<file path="config.mk">
export PLATFORM = sky130hd
export DESIGN_NAME = sorted_timer_queue
export DESIGN_NICKNAME = d
export VERILOG_FILES = /design/src/sv/stq_pkg.sv /design/src/sv/stq_datapath.sv /design/src/sv/stq_control.sv /design/src/sv/sorted_timer_queue.sv
export SDC_FILE = /design/constraint.sdc
export NUM_CORES = 2
export LEC_CHECK = 0
export ABC_AREA = 1
export BUFFER_PORTS_ARGS = -buffer_cell sky130_fd_sc_hd__buf_4
export CAP_MARGIN = 5
export CORE_AREA = 2 2 288 290
export DETAILED_ROUTE_END_ITERATION = 7
export DIE_AREA = 0 0 290 292
export PLACE_DENSITY = 0.82
export SYNTH_ARGS = -nofsm -noshare
export SYNTH_HDL_FRONTEND = slang
export SYNTH_SLANG_ARGS = --single-unit
</file>
<file path="constraint.sdc">
create_clock -name clock -period 10.3 [get_ports clock]
set_input_delay 0.515 -clock clock [delete_from_list [all_inputs] [get_ports clock]]
set_output_delay 0.515 -clock clock [all_outputs]
set_load 0.03 [all_outputs]
</file>
<file path="src/sv/stq_pkg.sv">
`default_nettype none
// ----------------------------------------------------------------------------
// stq_pkg: shared types and constants of the sorted timer queue
// Action and status codes, controller states and command/status structs.
// ----------------------------------------------------------------------------
package stq_pkg;

   localparam int TIMER_SLOTS = 16;
   localparam int TIME_BITS   = 32;
   localparam int SLOT_BITS   = $clog2(TIMER_SLOTS);
   localparam int COUNT_BITS  = $clog2(TIMER_SLOTS + 1);

   typedef enum logic [1:0] {
      ACT_ADD    = 2'd0,
      ACT_ADJUST = 2'd1,
      ACT_DELETE = 2'd2,
      ACT_TICK   = 2'd3
   } action_type;

   typedef enum logic [1:0] {
      ST_OK      = 2'd0,
      ST_FULL    = 2'd1,
      ST_PRESENT = 2'd2,
      ST_ABSENT  = 2'd3
   } status_type;

   typedef enum logic [2:0] {
      S_IDLE,
      S_REMOVE,
      S_INSERT,
      S_REPORT,
      S_TICK
   } state_type;

   // controller to datapath
   typedef struct packed {
      logic load;     // capture request
      logic remove;   // remove matching handle
      logic insert;   // insert captured handle and time
      logic pop;      // pop head
   } cmd_type;

   // datapath to controller
   typedef struct packed {
      logic found;
      logic full;
      logic head_due;
      logic next_due;   // second cell is due as well
   } stat_type;

endpackage : stq_pkg
`default_nettype wire

</file>
<file path="src/sv/stq_datapath.sv">
`default_nettype none
// ----------------------------------------------------------------------------
// stq_datapath: row of timer cells with parallel shift insert and remove
// Each cell holds a handle and an expiry; valid cells are packed at the front.
// ----------------------------------------------------------------------------
module stq_datapath (
   input  wire logic                          clock,
   input  wire logic                          reset,
   input  wire stq_pkg::cmd_type              cmd,
   input  wire logic [3:0]                    req_handle,
   input  wire logic [31:0]                   req_expire,
   input  wire logic [31:0]                   req_now,
   output stq_pkg::stat_type                  stat,
   output logic [3:0]                         head_handle,
   output logic [stq_pkg::COUNT_BITS-1:0]     count
);
   import stq_pkg::*;

   logic [TIMER_SLOTS-1:0]   valid_ff, valid_in;
   logic [3:0]               handle_ff [TIMER_SLOTS];
   logic [3:0]               handle_in [TIMER_SLOTS];
   logic [TIME_BITS-1:0]     expiry_ff [TIMER_SLOTS];
   logic [TIME_BITS-1:0]     expiry_in [TIMER_SLOTS];
   logic [3:0]               hnd_ff;
   logic [TIME_BITS-1:0]     exp_ff, now_ff;
   logic [TIMER_SLOTS-1:0]   match, later, after_match;
   logic [COUNT_BITS-1:0]    count_ff, count_in;

   // per cell compare
   always_comb begin
      for (int i = 0; i < TIMER_SLOTS; i++) begin
         match[i] = valid_ff[i] && (handle_ff[i] == hnd_ff);
         later[i] = !valid_ff[i] || (expiry_ff[i] > exp_ff);
      end
      after_match[0] = 1'b0;
      for (int i = 1; i < TIMER_SLOTS; i++)
         after_match[i] = after_match[i-1] | match[i-1];
   end

   assign stat.found    = |match;
   assign stat.full     = valid_ff[TIMER_SLOTS-1];
   assign stat.head_due = valid_ff[0] && (expiry_ff[0] <= now_ff);
   assign stat.next_due = valid_ff[1] && (expiry_ff[1] <= now_ff);
   assign head_handle   = handle_ff[0];
   assign count         = count_ff;

   // next cell contents
   always_comb begin
      valid_in = valid_ff;
      count_in = count_ff;
      for (int i = 0; i < TIMER_SLOTS; i++) begin
         handle_in[i] = handle_ff[i];
         expiry_in[i] = expiry_ff[i];
      end
      if (cmd.remove || cmd.pop) begin
         for (int i = 0; i < TIMER_SLOTS; i++) begin
            if (cmd.pop || after_match[i] || match[i]) begin
               if (i < TIMER_SLOTS - 1) begin
                  handle_in[i] = handle_ff[i+1];
                  expiry_in[i] = expiry_ff[i+1];
                  valid_in[i]  = valid_ff[i+1];
               end else begin
                  valid_in[i]  = 1'b0;
               end
            end
         end
         count_in = count_ff - 1'b1;
      end else if (cmd.insert) begin
         for (int i = 0; i < TIMER_SLOTS; i++) begin
            if (later[i]) begin
               if (i == 0 || !later[i-1]) begin
                  handle_in[i] = hnd_ff;
                  expiry_in[i] = exp_ff;
               end else begin
                  handle_in[i] = handle_ff[i-1];
                  expiry_in[i] = expiry_ff[i-1];
               end
               valid_in[i] = (i == 0) ? 1'b1 : valid_ff[i-1];
            end
         end
         count_in = count_ff + 1'b1;
      end
   end

   // control registers
   always_ff @(posedge clock) begin
      if (reset) begin
         valid_ff <= '0;
         count_ff <= '0;
      end else begin
         valid_ff <= valid_in;
         count_ff <= count_in;
      end
   end

   // payload registers
   always_ff @(posedge clock) begin
      for (int i = 0; i < TIMER_SLOTS; i++) begin
         handle_ff[i] <= handle_in[i];
         expiry_ff[i] <= expiry_in[i];
      end
      if (cmd.load) begin
         hnd_ff <= req_handle;
         exp_ff <= req_expire[TIME_BITS-1:0];
         now_ff <= req_now[TIME_BITS-1:0];
      end
   end

endmodule : stq_datapath
`default_nettype wire

</file>
<file path="src/sv/stq_control.sv">
`default_nettype none
// ----------------------------------------------------------------------------
// stq_control: command sequencer of the sorted timer queue
// Checks the request, steps remove and insert, pops due entries on tick.
// ----------------------------------------------------------------------------
module stq_control (
   input  wire logic                     clock,
   input  wire logic                     reset,
   input  wire logic                     start,
   input  wire logic [1:0]               req_action,
   input  wire stq_pkg::stat_type        stat,
   output logic                          busy,
   output stq_pkg::cmd_type              cmd,
   output logic                          rsp_strobe,
   output logic [1:0]                    rsp_status,
   output logic                          rsp_expired_valid,
   output logic                          rsp_last
);
   import stq_pkg::*;

   state_type  state_ff, state_in;
   action_type act_ff;
   status_type st_ff, st_in;
   logic       popped_ff, popped_in;

   // next state
   always_comb begin
      state_in  = state_ff;
      st_in     = st_ff;
      popped_in = popped_ff;
      case (state_ff)
         S_IDLE: begin
            if (start) begin
               popped_in = 1'b0;
               st_in     = ST_OK;
               state_in  = (action_type'(req_action) == ACT_TICK) ? S_TICK : S_REMOVE;
            end
         end
         S_REMOVE: begin
            if (act_ff == ACT_ADD) begin
               if (stat.found) begin
                  st_in = ST_PRESENT; state_in = S_REPORT;
               end else if (stat.full) begin
                  st_in = ST_FULL; state_in = S_REPORT;
               end else begin
                  state_in = S_INSERT;
               end
            end else if (!stat.found) begin
               st_in = ST_ABSENT; state_in = S_REPORT;
            end else begin
               state_in = (act_ff == ACT_ADJUST) ? S_INSERT : S_REPORT;
            end
         end
         S_INSERT: state_in = S_REPORT;
         S_REPORT: state_in = S_IDLE;
         S_TICK: begin
            if (stat.head_due) popped_in = 1'b1;
            else               state_in  = popped_ff ? S_IDLE : S_REPORT;
         end
         default: state_in = S_IDLE;
      endcase
   end

   // outputs
   always_comb begin
      cmd               = '0;
      busy              = (state_ff != S_IDLE);
      rsp_strobe        = 1'b0;
      rsp_status        = st_ff;
      rsp_expired_valid = 1'b0;
      rsp_last          = 1'b0;
      case (state_ff)
         S_IDLE:   cmd.load = start;
         S_REMOVE: cmd.remove = (act_ff != ACT_ADD) && stat.found;
         S_INSERT: cmd.insert = 1'b1;
         S_REPORT: begin
            rsp_strobe = 1'b1;
            rsp_last   = 1'b1;
         end
         S_TICK: begin
            // a pop reports in the same cycle; last when the next head is not due
            cmd.pop           = stat.head_due;
            rsp_strobe        = stat.head_due;
            rsp_expired_valid = stat.head_due;
            rsp_last          = stat.head_due && !stat.next_due;
            rsp_status        = ST_OK;
         end
         default: ;
      endcase
   end

   always_ff @(posedge clock) begin
      if (reset) begin
         state_ff  <= S_IDLE;
         st_ff     <= ST_OK;
         popped_ff <= 1'b0;
      end else begin
         state_ff  <= state_in;
         st_ff     <= st_in;
         popped_ff <= popped_in;
      end
   end

   always_ff @(posedge clock) begin
      if (state_ff == S_IDLE && start) act_ff <= action_type'(req_action);
   end

endmodule : stq_control
`default_nettype wire

</file>
<file path="src/sv/sorted_timer_queue.sv">
`default_nettype none
// ----------------------------------------------------------------------------
// sorted_timer_queue: bounded timer queue kept sorted by expiry
// Add, adjust, delete and tick commands on up to 16 handles.
// ----------------------------------------------------------------------------
// Usage: drive req_* and raise start while busy is low; the command is taken
// at that edge and busy is high from the next cycle on. Each beat on rsp_*
// is marked by rsp_strobe for one cycle; rsp_last marks the final beat.
// Add that inserts and adjust that finds its handle: busy through the remove,
// insert and report states, with one beat in the report state.
// Delete, and add or adjust that ends in an error: busy through the remove
// and report states, with one beat in the report state.
// Tick pops due head entries one per cycle, a beat each with
// rsp_expired_valid high, starting in the tick state; each pop shows the count
// after it, and the pop whose next head is not due carries rsp_last. A tick
// that pops entries stays busy until the head is no longer due. A tick
// with nothing due gives one empty beat from the report state.
// The cell row shifts all entries in parallel for insert and remove. A new
// command is taken at the first edge with busy low.
// Reset empties the queue and returns the sequencer to idle.
// The receiver cannot stall: each beat lasts exactly one cycle.
// ----------------------------------------------------------------------------
module sorted_timer_queue (
   input  wire logic        clock,
   input  wire logic        reset,
   input  wire logic        start,
   output logic             busy,
   input  wire logic [1:0]  req_action,
   input  wire logic [3:0]  req_timer_handle,
   input  wire logic [31:0] req_expire_time,
   input  wire logic [31:0] req_current_time,
   output logic             rsp_strobe,
   output logic [1:0]       rsp_status,
   output logic             rsp_expired_valid,
   output logic [3:0]       rsp_expired_handle,
   output logic             rsp_last,
   output logic [4:0]       rsp_active_count
);
   import stq_pkg::*;

   cmd_type               cmd;
   stat_type              stat;
   logic [3:0]            head_handle;
   logic [COUNT_BITS-1:0] count;

   stq_control u_control (
      .clock, .reset, .start, .req_action, .stat, .busy, .cmd,
      .rsp_strobe, .rsp_status, .rsp_expired_valid, .rsp_last
   );

   stq_datapath u_datapath (
      .clock, .reset, .cmd,
      .req_handle(req_timer_handle), .req_expire(req_expire_time),
      .req_now(req_current_time), .stat, .head_handle, .count
   );

   // pop beats show the head and the count after the pop
   assign rsp_expired_handle = rsp_expired_valid ? head_handle : 4'd0;
   assign rsp_active_count   = 5'(rsp_expired_valid ? count - 1'b1 : count);

endmodule : sorted_timer_queue
`default_nettype wire
</file>
# After elaboration in Yosys (flattened, before gate mapping)
# Memory sizes are Yosys's and may differ from the RTL's.
# Index checks and enable logic that the tools add are counted.
totals:
  reg_bits: 97
  memories: 2
  input_bits: 73
  mem_bits_rw: 576
  wordCells: 393
  out_inout_bits: 15
classes:
  addsub: 2
  bitwise: 14
  muxes: 162
  reduce_logical: 128
  order_cmp: 18
  n_eq_ne: 43
memory_table:
  columns: ["name", "words", "width", "rd", "rd_clocked_by_memory_dff", "wr", "line_no", "text"]
  rows:
  - ["u_datapath.expiry_ff", 16, 32, 16, 0, 16, "stq_datapath.sv:22", "logic [TIME_BITS-1:0] expiry_ff [TIMER_SLOTS];"]
  - ["u_datapath.handle_ff", 16, 4, 16, 0, 16, "stq_datapath.sv:20", "logic [3:0] handle_ff [TIMER_SLOTS];"]
op_table:
  columns: ["cell", "count"]
  rows:
  - ["32-bit two-way mux", 47]
  - ["32-bit greater-than comparator", 16]
  - ["512-bit two-way mux", 1]
  - ["480-bit two-way mux", 1]
  - ["4-bit two-way mux", 48]
  - ["4-bit == test", 16]
  - ["32-bit <= comparator", 2]
  - ["64-bit two-way mux", 1]
  - ["60-bit two-way mux", 1]
  - ["3-bit AND reduction", 17]
  - ["1-bit logical OR", 47]
  - ["1-bit two-way mux", 40]
  - ["2-bit nonzero test", 20]
  - ["2-bit inequality test, second input constant", 18]
  - ["16-bit two-way mux", 2]
  - ["1-bit logical AND", 21]
  - ["3-bit two-way mux", 6]
  - ["1-bit zero test", 17]
  - ["16-bit OR reduction", 1]
  - ["5-bit two-way mux", 3]
  - ["2-bit two-way mux", 7]
  - ["1-bit OR", 14]
  - ["3-bit case mux with 4 select lines", 1]
  - ["3-bit by 2-bit == test with 1-bit output, second input constant", 2]
  - ["other kinds (16)", 18]

# Depth between registers and ports, before layout
# An unclocked memory read counts as a cell.
logic_depth:
  depth_word: 21
  ltp_mapped: 23
  depth_no_buf: 22

# Hierarchy
# A second synthesis with hierarchy kept.
hier_totals:
  hier_cells: 6261
  hier_area_um2: 49526.2
by_module_without_submodules:
  columns: ["mod", "cells_per_inst", "seq_area_each_um2", "instances", "area_each_um2"]
  rows:
  - ["stq_datapath", 6162, 19759.0, 1, 48886.9]
  - ["stq_control", 69, 180.2, 1, 479.2]
  - ["sorted_timer_queue", 30, 0.0, 1, 160.2]

# Worst setup path after synthesis
# Ideal clock, no wire load.
synth_path:
  path_kind: "reg2reg"
  start: "register, netlist name u_datapath.exp_ff[15]"
  end: "memory u_datapath.expiry_ff[0][0] (enable)"
  arrival_time_ns: 4.017
  setup_time_ns: 0.451
  path_stages_with_launch: 15
  period_less_slack_ns: 4.468
  slack_ns: 5.832
  path_buffers: 2
  required_time_ns: 9.849
  path_cell_list: "edfxtp_1 inv_1 ha_1 nand2_1 inv_1 nand3_1 nor3_1 inv_1 o21ai_0 nand2_1 nand3_1 nand2_1 clkbuf_1 buf_1 a31oi_1"
synth_lines:
  columns: ["element", "line_no"]
  rows:
  - ["to (decl)", "stq_datapath.sv:22"]

==> metrics <==
status completed; CP max-delay cell nor2_4; worst-margin pin slew 1.230 ns; flops & latches, synth 673; Hold Crit Depth 1; fillers around 6700; delay-heaviest family, CP simple AND/OR/NAND/NOR gates; first-pass GRT wire length roughly 220 mm; worst setup path endpoint u_datapath.expiry_ff[0][44]; most frequent cell on the critical path nand2_1; worst r2r src u_datapath.exp_ff[29]; worst vdd ir approximately 0.17 mV; largest net degree at the start of global routing roughly 120; Clock Tree Root clkbuf_16; CP max FO 37; Top FF cell, synth edfxtp_1; RSZ-0062 raised after global routing false; Multi-input gate area 25020 sq um; setup TNS 0 ns; FMAX around 190 MHz; Tcrit/Tclk final 51.16%; routed len/inst 21.04 microns; Stages on worst setup path 14; Tmin final 5.269 ns; Worst-path clk slew about 0.06 ns; CP cell instances inv_1, ha_1, nand4_1, inv_1, nand2_1, nor4_1, nand2_1, nand2_1, nand2_1, buf_4, nand2_2, buf_4, nor2_1, nor2_4; Crit. End Element flop; Mapped Nets about 6300; sequential share of the synthesized area 41.12%; Netlist cell types 44; CP required approximately 11 ns; non-filler cells, final a little under 7000; clock buffer depth 3; vias in the first global route between 40000 and 50000; P&R area growth vs syn 7.767%; final setup violation count 0; DP Cell Count around 6600; relative slew slack between 10% and 20%; Avg Inst Size Synth around 8.6 sq um; Core ar. 81580 sq um; post-route ant nets 0; min-delay worst type in2reg; I/O Pins 88; CP arrival between 5 and 6 ns; CTS H-Tree Depth 3; Worst Path Buf+Inv 4; final slew viol count 0; Leak 22.25 nW; drc violations 0; Ant. Diodes 0; Post-layout nets 6261; r2r setup slk slightly above 5 ns; hold buffer count at cts 0; Final Hold Vio Count 0; Sequential Area approximately 20000 sq um; final RePlAce weighted congestion around 0.94; Initial Utilization between 50 and 60%; global route overflow 0; clock skew between 0.02 and 0.03 ns; CTS tree yes; initial antenna violation count 0; Critical Path Start u_datapath.exp_ff[29]; Yosys warning total 0; number of synthesized flops with an enable pin 646; IO Port Bufs 87; pwr dens about 170 nW/um^2; row count approximately 110; max cap viols 0; clock sinks approximately 670; DR vias/cell about 6.3; R2R Path End u_datapath.expiry_ff[0][44]; Mapped Area 48490 sq um; GRT Overall Usage between 30% and 40%; post-DP HPWL between 90 and 100 mm; via count ~43000; die width around 290 microns; layout cells sized above 1 about 9.2%; drt pass-1 iters 6; Syn Inst Count between 5000 and 6000; Routed WL 141.8 mm; crit path kind reg2reg; clk_lat worst skew approximately 0.64 ns; DIE AREA around 85000 sq um; Post-synth ARST share 0%; Post-CTS Resized 0; initial drt markers 5203; Inserted Clock Buffers 76; Chip Height between 200 and 300 microns; post-CTS setup buffers 0; CP Launch Type flop; slowest cell delay on critical path around 0.89 ns; R2R depth 14
[where the power goes]
part	total, mW	switching, mW	internal [mW]
registers	3.72	0.288	3.43
clock network	2.79	1.18	1.61
logic	2.63	1.80	0.826
total	9.14	3.27	5.87
[logic make-up (layout without fill, tap and decap cells)]
group	after synthesis	in the layout	synth area share, %
adder cells (fa/ha/maj)	578	578	14.91
buffers and inverters	878	887	7.521
XOR/XNOR	14	14	0.2529
AND/OR/NAND/NOR	1854	1854	15.41
AO/OA/AOI/OAI	1665	1665	20.78
flip-flops	673	673	41.12
[sequential cells by signal (all words and copies together) (netlist names)]
name	cells
u_datapath.expiry_ff	512
u_datapath.handle_ff	64
u_datapath.exp_ff	32
u_datapath.now_ff	32
u_datapath.valid_ff	16
u_datapath.count	5
u_datapath.hnd_ff	4
u_control.state_ff	3
u_control.act_ff	2
u_control.st_ff	2
u_control.popped_ff	1
[through the flow]
stage | total power, mW | instance area [sq um] | setup WS [ns] | util, % | hold WS (ns)
floorplan | 5.484 | 48490 | 5.832 | - | 0.4402
global placement | 6.197 | 49790 | 5.326 | 61.03 | 0.4532
detailed placement | 6.303 | 49790 | 5.248 | 61.03 | 0.4578
CTS | 9.074 | 52260 | 5.207 | 64.05 | 0.03529
global route | 9.574 | 52260 | 4.825 | 64.05 | 0.03917
finish | 9.139 | 52260 | 5.031 | 64.05 | 0.05584
[Yosys cell counts, types with 4 or more instances]
| master | number | area (sq um) |
|---|---|---|
| buf_8 | 12 | 180.2 |
| nor3_1 | 21 | 105.1 |
| inv_1 | 562 | 2110 |
| inv_2 | 7 | 26.28 |
| o21a_1 | 31 | 232.7 |
| o22ai_2 | 200 | 2502 |
| buf_6 | 19 | 214.0 |
| buf_1 | 5 | 18.77 |
| buf_4 | 4 | 30.03 |
| nor4_1 | 16 | 100.1 |
| nand3b_1 | 8 | 60.06 |
| o211ai_1 | 14 | 105.1 |
| a21o_1 | 6 | 45.04 |
| nand3_1 | 153 | 765.7 |
| o22ai_1 | 74 | 462.9 |
| xor2_1 | 7 | 61.31 |
| edfxtp_1 | 646 | 19400 |
| ha_1 | 578 | 7232 |
| nand4_1 | 55 | 344.1 |
| dfxtp_1 | 27 | 540.5 |
| nand2_1 | 1283 | 4816 |
| o21ai_1 | 6 | 30.03 |
| o21ai_0 | 841 | 4209 |
| nor2_1 | 303 | 1137 |
| buf_2 | 43 | 215.2 |
| a21oi_1 | 484 | 2422 |
| clkbuf_1 | 221 | 829.6 |
| xnor2_1 | 7 | 61.31 |
[worst reg2reg max path, cell delays in order (launching register included)]
cell      delay (ns)
edfxtp_1        0.66
inv_1           0.55
ha_1            0.50
nand4_1         0.11
inv_1           0.09
nand2_1         0.10
nor4_1          0.55
nand2_1         0.12
nand2_1         0.09
nand2_1         0.05
buf_4           0.26
nand2_2         0.39
buf_4           0.35
nor2_1          0.12
nor2_4          0.89
[worst min path at each step]
stage,startpoint,to
after detailed placement,u_control.st_ff[0],u_control.st_ff[0]
after floorplan,u_control.st_ff[0],u_control.st_ff[0]
final,req_timer_handle[1],u_datapath.hnd_ff[1]
after CTS,req_current_time[2],u_datapath.now_ff[2]
after global placement,u_control.st_ff[1],u_control.st_ff[1]
after global routing,req_current_time[7],u_datapath.now_ff[7]
[layout make-up]
type | count | area share, %
Tap cell | 1070 | 2.562
Clock buffer | 98 | 4.001
Inverter | 574 | 4.156
Multi-Input combinational cell | 4111 | 47.88
Clock inverter | 41 | 0.7183
Timing Repair Buffer | 174 | 2.524
Sequential cell | 673 | 38.16
[cell usage in the layout, fill, tap and decap left out, types with 6 or more instances in the layout]
master	synthesis	final
nand2_1	1283	1277
o21ai_0	841	841
edfxtp_1	646	646
ha_1	578	578
inv_1	562	562
a21oi_1	484	480
nor2_1	303	297
o22ai_2	200	200
buf_4	4	173
nand3_1	153	152
clkbuf_16	0	81
o22ai_1	74	74
nand4_1	55	55
o21a_1	31	31
dfxtp_1	27	27
nor3_1	21	21
clkinv_1	3	20
clkbuf_1	221	17
nor4_1	16	16
o211ai_1	14	14
clkinv_2	0	10
nand2_2	2	8
nor2_4	2	8
nand3b_1	8	8
xnor2_1	7	7
xor2_1	7	7
bufinv_16	0	7
a21o_1	6	6
inv_2	7	6
o21ai_1	6	6
[layer usage]
metal | track usage, % | routed length (microns) | part of all wire, %
met2 | 54.46 | 67240 | 47
met1 | 43.18 | 56140 | 40
met5 | 0 | 0 | 0
met3 | 4.757 | 13180 | 9.3
met4 | 12.56 | 5244 | 3.7
No activity file was read; power rests on OpenSTA's default activity.
